$ cat src/rtl/tapm_pkg.sv
// Shared types and constants for the tilt-angle PID motor duty block.
// Holds the config record, queue item, state enums and the arctangent table.
// No dependencies.
`timescale 1ns / 1ps

package tapm_pkg;

  localparam int AXIS_W     = 16;
  localparam int ANGLE_W    = 17;
  localparam int ERR_W      = 18;
  localparam int CORD_W     = 28;
  localparam int ACC_W      = 27;
  localparam int TAB_IDX_W  = 5;
  localparam int TAB_W      = 22;
  localparam int CFG_IDX_W  = 3;
  localparam int CFG_DATA_W = 17;
  localparam int INTEG_W    = 32;
  localparam int SUM_W      = 48;
  localparam int SCALE_BITS = 23;
  localparam int RECIP_W    = 24;
  localparam int RECIP_SH   = 30;
  localparam int QDEPTH     = 2;

  // Register indexes on the config port
  localparam logic [CFG_IDX_W-1:0] REG_PROP_GAIN    = 3'd0;
  localparam logic [CFG_IDX_W-1:0] REG_INTEG_GAIN   = 3'd1;
  localparam logic [CFG_IDX_W-1:0] REG_DERIV_GAIN   = 3'd2;
  localparam logic [CFG_IDX_W-1:0] REG_TARGET_ANGLE = 3'd3;
  localparam logic [CFG_IDX_W-1:0] REG_STEP_TIME    = 3'd4;
  localparam logic [CFG_IDX_W-1:0] REG_STEP_RATE    = 3'd5;

  localparam logic signed [ANGLE_W-1:0] ANGLE_LIMIT = 17'sd46080;
  localparam logic signed [ACC_W-1:0]   HALF_TURN   = 27'sd11796480;
  localparam logic signed [INTEG_W-1:0] INTEG_MAX   = 32'sh7FFF_FFFF;
  localparam logic signed [INTEG_W-1:0] INTEG_MIN   = 32'sh8000_0000;
  // 100 * 65536: percent scale times the Q.16 fraction of the gain sum
  localparam logic signed [SUM_W-1:0]   SCALE_DEN   = 48'sd6553600;
  // ceil(2^30 / 100): exact floor(q / 100) for every q below 14128181
  localparam logic [RECIP_W-1:0]        RECIP_100   = 24'd10737419;

  typedef struct packed {
    logic [15:0]               prop_gain;
    logic [15:0]               integ_gain;
    logic [15:0]               deriv_gain;
    logic signed [ANGLE_W-1:0] target_angle;
    logic [15:0]               step_time;
    logic [9:0]                step_rate;
  } cfg_t;

  typedef struct packed {
    logic                      valid;
    logic signed [ANGLE_W-1:0] angle;
  } angle_item_t;

  typedef enum logic [1:0] {
    FR_IDLE,
    FR_RUN,
    FR_DONE
  } front_state_t;

  typedef enum logic [2:0] {
    BK_IDLE,
    BK_MUL1,
    BK_INTEG,
    BK_MUL2,
    BK_SUM,
    BK_SCALE,
    BK_DIV,
    BK_OUT
  } back_state_t;

  // atan(2^-i) in degrees, Q.16
  function automatic logic [TAB_W-1:0] atan_deg(input logic [TAB_IDX_W-1:0] idx);
    logic [TAB_W-1:0] v;
    unique case (idx)
      5'd0:  v = 22'd2949120;
      5'd1:  v = 22'd1740967;
      5'd2:  v = 22'd919879;
      5'd3:  v = 22'd466945;
      5'd4:  v = 22'd234379;
      5'd5:  v = 22'd117304;
      5'd6:  v = 22'd58666;
      5'd7:  v = 22'd29335;
      5'd8:  v = 22'd14668;
      5'd9:  v = 22'd7334;
      5'd10: v = 22'd3667;
      5'd11: v = 22'd1833;
      5'd12: v = 22'd917;
      5'd13: v = 22'd458;
      5'd14: v = 22'd229;
      5'd15: v = 22'd115;
      5'd16: v = 22'd57;
      5'd17: v = 22'd29;
      5'd18: v = 22'd14;
      5'd19: v = 22'd7;
      5'd20: v = 22'd4;
      5'd21: v = 22'd2;
      5'd22: v = 22'd1;
      default: v = '0;
    endcase
    return v;
  endfunction

endpackage

$ cat src/rtl/tapm_fifo.sv
// Short angle queue between the CORDIC front end and the PID back end.
// Flop-based, first-word fall-through. Depends on tapm_pkg.
`timescale 1ns / 1ps

module tapm_fifo #(
  parameter int DEPTH = 2
) (
  input  logic                  clk,
  input  logic                  rst,
  input  tapm_pkg::angle_item_t push,
  output logic                  push_ready,
  output tapm_pkg::angle_item_t head,
  input  logic                  pop
);
  import tapm_pkg::*;

  localparam int PTR_W = (DEPTH > 1) ? $clog2(DEPTH) : 1;
  localparam int CNT_W = $clog2(DEPTH + 1);

  logic signed [ANGLE_W-1:0] mem [DEPTH];
  logic [PTR_W-1:0] wptr, rptr;
  logic [CNT_W-1:0] count;
  logic wr, rd;

  assign push_ready = (count != CNT_W'(DEPTH));
  assign head.valid = (count != '0);
  assign head.angle = mem[rptr];
  assign wr = push.valid && push_ready;
  assign rd = pop && head.valid;

  always_ff @(posedge clk) begin
    if (wr) begin
      mem[wptr] <= push.angle;
    end
  end

  always_ff @(posedge clk) begin
    if (rst) begin
      wptr  <= '0;
      rptr  <= '0;
      count <= '0;
    end else begin
      if (wr) begin
        wptr <= (wptr == PTR_W'(DEPTH - 1)) ? '0 : wptr + PTR_W'(1);
      end
      if (rd) begin
        rptr <= (rptr == PTR_W'(DEPTH - 1)) ? '0 : rptr + PTR_W'(1);
      end
      unique case ({wr, rd})
        2'b10:   count <= count + CNT_W'(1);
        2'b01:   count <= count - CNT_W'(1);
        2'b11:   count <= count;
        default: count <= count;
      endcase
    end
  end

endmodule

$ cat config.mk
export PLATFORM = sky130hd
export DESIGN_NAME = tapm_fifo
export DESIGN_NICKNAME = d
export VERILOG_FILES = /design/src/rtl/tapm_pkg.sv /design/src/rtl/tapm_fifo.sv
export SDC_FILE = /design/constraint.sdc
export NUM_CORES = 1
export LEC_CHECK = 0
export BUFFER_PORTS_ARGS = -buffer_cell sky130_fd_sc_hd__clkbuf_2
export CAP_MARGIN = 20
export CORE_ASPECT_RATIO = 1.4
export CORE_UTILIZATION = 40
export CTS_CLUSTER_DIAMETER = 120
export CTS_CLUSTER_SIZE = 25
export DETAILED_ROUTE_END_ITERATION = 8
export GPL_TIMING_DRIVEN = 1
export PLACE_DENSITY = 0.72
export SLEW_MARGIN = 30
export SYNTH_ARGS = -nofsm -noshare
export SYNTH_HDL_FRONTEND = slang
export SYNTH_SLANG_ARGS = --single-unit
$ cat constraint.sdc
create_clock -name clk -period 2 [get_ports clk]
set_input_delay 0.4 -clock clk [delete_from_list [all_inputs] [get_ports clk]]
set_output_delay 0.4 -clock clk [all_outputs]
set_load 0.01 [all_outputs]
==> flow_summary.rst, run 1 <==
.. list-table::
   :header-rows: 1

   * - Metric
     - Value
   * - Run status
     - complete, no violations
   * - Slew headroom
     - 83.81%
   * - Slew at the pin with the worst max-slew slack
     - 0.2428 ns
   * - CTS Buf Count
     - 5
   * - Total of fill cells in the finished design
     - 300
   * - CP peak stage delay
     - between 0.3 and 0.4 ns
   * - PnR Total Power
     - roughly 0.0022 W
   * - Leading cell type in the layout, fill and taps excluded
     - sky130_fd_sc_hd__clkbuf_2
   * - Rows
     - 25
   * - Total Neg Setup Slack
     - 0 ns
   * - Via count of the first global-routing pass
     - between 800 and 900
   * - Remaining number of nets flagged by the antenna check after routing
     - 0
   * - Post-CTS resize count
     - 0
   * - Proportion of synthesized chip area in sequential cells
     - between 70% and 80%
   * - Power per Cell Area
     - 1248 nW/um2
   * - Area of the placeable core
     - between 3000 and 4000 um2
   * - Register clock-pin slew on the reported worst setup and hold paths
     - 0.07 ns
   * - Postcts setup bufs
     - 0
   * - Internal power contribution
     - roughly 0.0016 W
   * - Area added between synthesis and finish
     - 23.46%
   * - Required time reported for the critical path endpoint
     - between 1.5 and 2 ns
   * - Maximum fanout count along the critical path
     - 17
   * - Clock net sink count
     - 39
   * - Final net count
     - about 150
   * - Floorplan die area
     - a little under 4000 um2
   * - Timing-limited maximum frequency
     - slightly below 600 MHz
   * - Pin count of the biggest net entering global routing
     - 18
   * - Hold buffer count at CTS
     - 0
   * - Cell Count, Final, Fillers Out
     - 165
   * - Sequential fraction of design power
     - 48.8%
   * - Category of the critical setup timing path
     - register to output port
   * - Antenna diodes
     - 0
   * - Die width
     - approximately 53 um
   * - Post-Syn Instances
     - 77
   * - Maximum resistive drop on vdd
     - around 900 uV
   * - IO Count
     - 40
   * - Crit path cell chain
     - buf_4, mux2_2, clkbuf_2
   * - Summed instance area of the synthesized netlist
     - about 1400 um2
   * - Switching part of the total power
     - around 28%
   * - WP buf/inv
     - 2
   * - Static power due to leakage
     - between 0.6 and 0.7 nW
   * - Cell family with the largest share of critical-path delay
     - buffers and inverters
   * - Final Cycle Share
     - between 80% and 90%
   * - Routability Congestion
     - 0.6412
   * - DRC
     - 0
   * - Shortest clock period the worst path allows after layout
     - between 1.5 and 2 ns
   * - First-pass GRT wire length
     - 3394 um
   * - H-tree depth
     - 2
   * - Clock power share
     - a little over a fifth
   * - Library cell used as clock root buffer
     - sky130_fd_sc_hd__clkbuf_8
   * - WL per Instance
     - between 10 and 15 um
   * - Total track usage
     - roughly an eighth
   * - Hold Path Class
     - primary input to register
   * - Hpwl dp
     - approximately 1500 um
   * - Count of state elements after synthesis
     - 39
   * - CTS max path bufs
     - 2
   * - Highest-count cells in the layout ignoring fill and taps
     - sky130_fd_sc_hd__clkbuf_2, sky130_fd_sc_hd__edfxtp_1, sky130_fd_sc_hd__mux2_2
   * - Arrival time at the worst endpoint
     - roughly 1.3 ns
   * - Net load switching power
     - approximately 0.00062 W
   * - Clk Latency, worst-skew pair
     - ~0.28 ns
   * - Combinational share of power
     - between 20 and 30%
   * - Slowest cell on crit path
     - sky130_fd_sc_hd__mux2_2
   * - Number of failing setup endpoints in the final timing report
     - 0
   * - Category of the worst setup path launch point
     - register
   * - Worst hold margin
     - around 0.3 ns
   * - Initial antenna violation count
     - 0
   * - Die span in y
     - around 73 um
   * - Netlist cell types
     - 19
   * - Category of the worst setup path capture point
     - output port
   * - Setup clock skew after layout
     - approximately 0.0033 ns
   * - Synthesized net count
     - 99
   * - TritonCTS clock tree
     - yes
   * - Port Buffer Count
     - 39
   * - RSZ-0062 raised after global routing
     - false
   * - Final hold violation count
     - 0
   * - Final Max Tran Viols
     - 0
   * - Mapped Avg Cell Area
     - ~19 um2
   * - Total of max-cap violations
     - 0
   * - 1st-iter DRT viols
     - 15
   * - Mean number of vias per cell
     - between 4 and 5
   * - Detailed Routing Iterations Pass 1
     - 4
   * - Starting Density
     - 42.39%
   * - Share of layout cells above drive strength 1
     - 53.60%
   * - Placed Cells incl. Taps
     - around 160
   * - Final standard cell utilization of the core
     - 52.33%
   * - Total detailed-routing wirelength
     - ~2200 um
   * - Count of yosys warnings during synthesis
     - 0
   * - Detailed-route via count
     - between 800 and 900
   * - Total congestion overflow after global routing
     - 0
state kept, by name, indices dropped and copies added, names as in the netlist, named ones only:
name / count
rptr: 1
count: 2
wptr: 1
mem: 34
per-layer routing:
metal  wire length [um]  vias up  global-route usage, %
li1                   -      383                      -
met4                 11        0                  5.263
met2               1162       36                  23.07
met1                857      386                  12.48
met5                  0        -                      0
met3                158        2                  5.625
power by group through the flow:
stage	clock network (W)	logic, W	registers, W
2_1_floorplan	0	0.000445	0.00109
3_3_place_gp	0	0.000655	0.00109
3_5_place_dp	0	0.000678	0.00110
4_1_cts	0.000499	0.000681	0.00109
5_1_grt	0.000538	0.000729	0.00110
6_report	0.000479	0.000661	0.00109
final timing paths:
path / startpoint / to / slack (ns) / cells past startpoint
max: register / head[2] / 0.28 / 3
min reg2reg: count[1] / count[1] / 0.54 / 2
min: push[5] / mem[0][5] / 0.30 / 1
max reg2reg: count[0] / count[1] / 0.40 / 5
cells in the mapped netlist (all sizes together):
| library cell | count | area [um2] |
|---|---|---|
| edfxtp | 34 | 1021 |
| mux2 | 17 | 191.4 |
| dfxtp | 5 | 100.1 |
| nor2 | 3 | 11.26 |
| a21oi | 2 | 10.01 |
| buf | 2 | 10.01 |
| xnor2 | 2 | 17.52 |
| a21bo | 1 | 10.01 |
| and3 | 1 | 6.260 |
| ha | 1 | 12.51 |
| inv | 1 | 3.750 |
| nand2 | 1 | 3.750 |
| nand2b | 1 | 6.260 |
| nand3b | 1 | 7.510 |
| o21a | 1 | 7.510 |
| o21ai | 1 | 5.000 |
| or2 | 1 | 6.260 |
| or3 | 1 | 6.260 |
| xor2 | 1 | 8.760 |
cells by family after synthesis:
group	synth area share [%]
and+or+nand+nor	3.291
AOI/OAI and AO/OA	2.251
muxes	13.25
buffers and inverters	0.9522
adders and majority gates	0.8657
DFF	77.58
xor gates and xnor gates	1.819
through the flow:
| stage | cell area [um2] | worst slack (ns) |
|---|---|---|
| after floorplan | 1445 | 0.4685 |
| after global placement | 1703 | 0.5083 |
| after detailed placement | 1703 | 0.4076 |
| after CTS | 1784 | 0.2436 |
| after global routing | 1784 | 0.1937 |
| final | 1784 | 0.2803 |
worst reg2reg max path: stages (launching register included):
cell	delay (ns)
sky130_fd_sc_hd__dfxtp_1	0.42
sky130_fd_sc_hd__nand2b_1	0.22
sky130_fd_sc_hd__nand2_1	0.08
sky130_fd_sc_hd__ha_1	0.33
sky130_fd_sc_hd__or3_1	0.36
sky130_fd_sc_hd__a21oi_1	0.14
cell type report:
cell class                      instances  area [um2]  share of cell area (%)
Inverter                                1       3.754                  0.2104
Multi-Input combinational cell         35       310.3                   17.39
Sequential cell                        39        1121                   62.83
Timing Repair Buffer                   42       217.7                   12.20
Clock inverter                          1       5.005                  0.2805
Tap cell                               40       50.05                   2.805
Clock buffer                            7       76.32                   4.278
No activity file was read; power rests on OpenSTA's default activity.
==> run 2: changes to the inputs <==
Clock period 2 ns to 1.65 ns, I/O delays scaled along.
==> flow_summary.rst, run 2 (synthesized netlist as in run 1, its figures left out) <==
.. list-table::
   :header-rows: 1

   * - Metric
     - Value
   * - Floorplan die area
     - around 3900 um2
   * - WL per Instance
     - around 14 um
   * - Final Cycle Share
     - a little over nine tenths
   * - Die width
     - 52.80 um
   * - Total Neg Setup Slack
     - 0 ns
   * - Clock net sink count
     - 39
   * - Final hold violation count
     - 0
   * - Worst hold stages
     - 1
   * - Detailed-route via count
     - approximately 800
   * - Leading cell type in the layout, fill and taps excluded
     - sky130_fd_sc_hd__clkbuf_2
   * - RSZ-0062 raised after global routing
     - false
   * - Maximum fanout count along the critical path
     - 17
   * - Static power due to leakage
     - approximately 0.70 nW
   * - Power per Cell Area
     - between 1500 and 2000 nW/um2
   * - Crit path cell chain
     - buf_12, mux2_2, clkbuf_2
   * - Hold Path Class
     - primary input to register
   * - Clk Latency, worst-skew pair
     - 0.28 ns
   * - Slew at the pin with the worst max-slew slack
     - between 0.2 and 0.25 ns
   * - Starting Density
     - 42.39%
   * - Total detailed-routing wirelength
     - between 2000 and 2500 um
   * - Flip-flop count of the largest register after layout
     - 34
   * - Required time reported for the critical path endpoint
     - approximately 1.3 ns
   * - Hold buffer count at CTS
     - 0
   * - TritonCTS clock tree
     - yes
   * - Remaining number of nets flagged by the antenna check after routing
     - 0
   * - Slowest cell on crit path
     - sky130_fd_sc_hd__dfxtp_1
   * - Via count of the first global-routing pass
     - between 800 and 900
   * - Share of layout cells above drive strength 1
     - ~54%
   * - CTS Buf Count
     - 5
   * - Run status
     - complete, no violations
   * - Slew headroom
     - 84.59%
   * - 1st-iter DRT viols
     - 16
   * - Setup clock skew after layout
     - around 0.0054 ns
   * - WP buf/inv
     - 2
   * - Registers with the most flip-flops
     - mem x34, count x2
   * - Number of failing setup endpoints in the final timing report
     - 0
   * - Register clock-pin slew on the reported worst setup and hold paths
     - 0.06 ns
   * - CTS max path bufs
     - 2
   * - Timing-limited maximum frequency
     - roughly 630 MHz
   * - Hpwl dp
     - around 1600 um
   * - Worst hold path startpoint
     - push[15]
   * - Library cell used as clock root buffer
     - sky130_fd_sc_hd__clkbuf_8
   * - Total track usage
     - 13.54%
   * - Antenna diodes
     - 0
   * - Highest-count cells in the layout ignoring fill and taps
     - sky130_fd_sc_hd__clkbuf_2, sky130_fd_sc_hd__edfxtp_1, sky130_fd_sc_hd__mux2_2
   * - Shortest clock period the worst path allows after layout
     - around 1.6 ns
   * - Slack of the worst reg-to-reg path
     - roughly 0.1 ns
   * - Pin count of the biggest net entering global routing
     - 18
   * - First-pass GRT wire length
     - 3608 um
   * - Initial antenna violation count
     - 0
   * - Die span in y
     - 73.12 um
   * - R2R Path Start
     - count[0]
   * - Path depth of the worst reg2reg path
     - 5
   * - Hold path endpoint
     - mem[1][15]
   * - Number of cells on the critical path
     - 3
   * - H-tree depth
     - 2
   * - Largest Register
     - mem
   * - Final Max Tran Viols
     - 0
   * - Area of the placeable core
     - 3410 um2
   * - Post-CTS resize count
     - 0
   * - Area added between synthesis and finish
     - 24.33%
   * - Worst hold margin
     - roughly 0.24 ns
   * - Routability Congestion
     - ~0.65
   * - Final net count
     - 146
   * - Mean number of vias per cell
     - slightly below 5
   * - Total congestion overflow after global routing
     - 0
   * - Category of the worst setup path capture point
     - output port
   * - Maximum resistive drop on vdd
     - about 1100 uV
   * - Category of the worst setup path launch point
     - register
   * - R2R Path End
     - count[1]
   * - CP peak stage delay
     - between 0.3 and 0.4 ns
   * - Arrival time at the worst endpoint
     - 1.26 ns
   * - IO Count
     - 40
   * - Rows
     - 25
   * - Port Buffer Count
     - 39
   * - Total of max-cap violations
     - 0
   * - Postcts setup bufs
     - 0
   * - Cell family with the largest share of critical-path delay
     - flip-flops
   * - Detailed Routing Iterations Pass 1
     - 4
   * - Category of the critical setup timing path
     - register to output port
   * - DRC
     - 0
[run 2: per-layer routing]
metal / vias up / track usage (%) / wire length, um
li1: 386 / - / -
met1: 375 / 12.78 / 867
met2: 32 / 24.61 / 1147
met3: 3 / 6.667 / 188
met4: 0 / 4.386 / 26
met5: - / 0 / 0
[run 2: worst max path at each step]
stage / startpoint / end / slack (ns)
2_1_floorplan: count[0] / count[1] / 0.12
3_3_place_gp: count[0] / count[1] / 0.16
3_5_place_dp: count[0] / count[1] / 0.05
4_1_cts: count[0] / count[1] / 0.02
5_1_grt: register / head[4] / 0.006
6_report: register / head[7] / 0.06
[run 2: worst reg2reg max path, stage by stage (launching register included)]
cell,delay (ns)
sky130_fd_sc_hd__dfxtp_2,0.38
sky130_fd_sc_hd__nand2b_1,0.20
sky130_fd_sc_hd__nand2_1,0.09
sky130_fd_sc_hd__ha_1,0.34
sky130_fd_sc_hd__or3_1,0.35
sky130_fd_sc_hd__a21oi_1,0.14
[run 2: cell type report]
type / instances / area, um2
fill: 294 / 1613
inverter: 1 / 3.754
tap: 40 / 50.05
sequential: 39 / 1122
multi-input combinational: 35 / 310.3
clock buffer: 8 / 80.08
timing repair buffer: 42 / 230.2
[run 2: report_power, final]
part / switching (W) / internal, W / leakage, nW
Clock: 0.000281 / 0.000300 / 0.0395
Combinational: 0.000409 / 0.000421 / 0.299
Sequential: 0.0000657 / 0.00126 / 0.360
Total: 0.000755 / 0.00198 / 0.698
[run 2: per-stage QoR]
stage	total power, W	utilization [%]	instances	worst slack [ns]	cell area, um2
global placement	0.002148	50.31	157	0.1577	1715
global route	0.002903	52.70	165	0.006450	1797
floorplan	0.001860	-	77	0.1185	1445
CTS	0.002782	52.66	165	0.01992	1795
finish	0.002735	52.70	165	0.05765	1797
detailed placement	0.002189	50.31	157	0.04820	1715
==> run 3: changes to the inputs <==
Settings changed: CORE_ASPECT_RATIO 1.4 to 1.5.
==> flow_summary.rst, run 3 (synthesized netlist as in run 1, its figures left out) <==
.. list-table::
   :header-rows: 1

   * - Metric
     - Value
   * - Run status
     - complete, no violations
   * - Floorplan die area
     - roughly 3900 um2
   * - Maximum resistive drop on vdd
     - 959.1 uV
   * - Port Buffer Count
     - 39
   * - Total of fill cells in the finished design
     - between 300 and 400
   * - Via count of the first global-routing pass
     - about 840
   * - DRC
     - 0
   * - Leading cell type in the layout, fill and taps excluded
     - sky130_fd_sc_hd__clkbuf_2
   * - Static power due to leakage
     - roughly 0.72 nW
   * - Total track usage
     - 13.94%
   * - CTS max path bufs
     - 2
   * - Die span in y
     - about 76 um
   * - Slew at the pin with the worst max-slew slack
     - 0.2519 ns
   * - Share of layout cells above drive strength 1
     - between 50% and 60%
   * - Slew headroom
     - between 80% and 90%
   * - Registers with the most flip-flops
     - mem x34, count x2
   * - Pin count of the biggest net entering global routing
     - 14
   * - Hold Path Class
     - primary input to register
   * - Hold buffer count at CTS
     - 0
   * - Total detailed-routing wirelength
     - 2452 um
   * - Remaining number of nets flagged by the antenna check after routing
     - 0
   * - Total of max-cap violations
     - 0
   * - IO Count
     - 40
   * - RSZ-0062 raised after global routing
     - false
   * - Final net count
     - ~150
   * - Area of the placeable core
     - between 3000 and 4000 um2
   * - Final Max Tran Viols
     - 0
   * - Category of the worst setup path capture point
     - output port
   * - Category of the critical setup timing path
     - register to output port
   * - Category of the worst setup path launch point
     - register
   * - TritonCTS clock tree
     - yes
   * - Register clock-pin slew on the reported worst setup and hold paths
     - approximately 0.070 ns
   * - Die width
     - ~50 um
   * - Hpwl dp
     - around 1700 um
   * - Slack of the worst reg-to-reg path
     - about 0.09 ns
   * - Flip-flop count of the largest register after layout
     - 34
   * - CP Capture Point
     - head[0]
   * - Highest-count cells in the layout ignoring fill and taps
     - sky130_fd_sc_hd__clkbuf_2, sky130_fd_sc_hd__edfxtp_1, sky130_fd_sc_hd__mux2_2
   * - Total congestion overflow after global routing
     - 0
   * - Library cell used as clock root buffer
     - sky130_fd_sc_hd__clkbuf_8
   * - Number of failing setup endpoints in the final timing report
     - 0
   * - Path depth of the worst reg2reg path
     - 4
   * - Detailed-route via count
     - approximately 800
   * - Total area of multi-input combinational cells
     - about 320 um2
   * - Worst hold margin
     - ~0.23 ns
   * - Final Cycle Share
     - 96.02%
   * - First-pass GRT wire length
     - about 3700 um
   * - Final standard cell utilization of the core
     - 53.92%
   * - Area added between synthesis and finish
     - 27.45%
   * - 1st-iter DRT viols
     - 14
   * - Power per Cell Area
     - around 1500 nW/um2
   * - CTS Buf Count
     - 5
   * - Detailed Routing Iterations Pass 1
     - 4
   * - Starting Density
     - 42.31%
   * - Worst setup slack before clock tree synthesis
     - -0.03367 ns
   * - Setup clock skew after layout
     - ~0.0045 ns
   * - FF+latch area
     - 1126 um2
   * - Final hold violation count
     - 0
   * - Rows
     - 26
   * - Mean number of vias per cell
     - ~4.8
   * - R2R Path End
     - count[1]
   * - Placed Cells incl. Taps
     - between 150 and 200
   * - Initial antenna violation count
     - 0
   * - Routability Congestion
     - ~0.64
   * - Worst setup margin
     - about 0.066 ns
   * - Clock net sink count
     - 39
   * - Antenna diodes
     - 0
   * - Arrival time at the worst endpoint
     - 1.25 ns
   * - WL per Instance
     - between 10 and 15 um
   * - H-tree depth
     - 2
   * - Largest Register
     - mem
   * - Timing-limited maximum frequency
     - 631.2 MHz
   * - Required time reported for the critical path endpoint
     - roughly 1.3 ns
   * - Maximum fanout count along the critical path
     - 7
   * - R2R Path Start
     - count[1]
   * - Cell Count, Final, Fillers Out
     - 170
   * - Shortest clock period the worst path allows after layout
     - 1.584 ns
   * - Total Neg Setup Slack
     - 0 ns
   * - Clk Latency, worst-skew pair
     - 0.28 ns
[run 3: worst min-delay path by stage]
stage                        start         end  slack, ns  cells past startpoint
after floorplan                rst    count[1]       0.40                      1
after global placement    count[1]    count[1]       0.49                      2
after detailed placement      rptr    register       0.51                      2
after CTS                 push[15]  mem[0][15]       0.22                      1
after global routing      push[15]  mem[0][15]       0.22                      1
final                     push[15]  mem[0][15]       0.23                      1
[run 3: timing repair]
| item | 4_1_cts | 5_1_grt |
|---|---|---|
| gates cloned | 0 | 1 |
| setup buffers | 0 | 0 |
| endpoints found under the setup margin | 14 | 14 |
| gates resized for setup | 2 | 6 |
[run 3: per-layer routing]
metal / part of all wire (%) / vias to the layer above / track usage (%)
met5: 0 / - / 0
met3: 6.4 / 5 / 6.188
met1: 36 / 396 / 12.53
li1: - / 389 / -
met2: 55 / 31 / 25.73
met4: 1.8 / 0 / 7.407
[run 3: worst max-delay path, stage by stage (launching register included)]
cell and delay, ns:
sky130_fd_sc_hd__dfxtp_4 0.37, sky130_fd_sc_hd__buf_6 0.14, sky130_fd_sc_hd__mux2_2 0.34, sky130_fd_sc_hd__clkbuf_2 0.13
[run 3: report_power, final]
group / switching, W / internal (W)
combinational: 0.000430 / 0.000465
sequential: 0.0000786 / 0.00126
clock: 0.000292 / 0.000296
[run 3: layout make-up]
cell class / count / share of cell area, %
Tap cell: 42 / 2.853
Clock inverter: 1 / 0.2717
Clock buffer: 7 / 4.144
Sequential cell: 39 / 61.14
Inverter: 1 / 0.2038
Timing Repair Buffer: 45 / 14.13
Multi-Input combinational cell: 35 / 17.26
[run 3: per-stage QoR]
step	power, W	area (um2)
6_report	0.002827	1842
5_1_grt	0.002992	1842
4_1_cts	0.002823	1826
3_5_place_dp	0.002204	1733
3_3_place_gp	0.002155	1733
2_1_floorplan	0.001860	1445
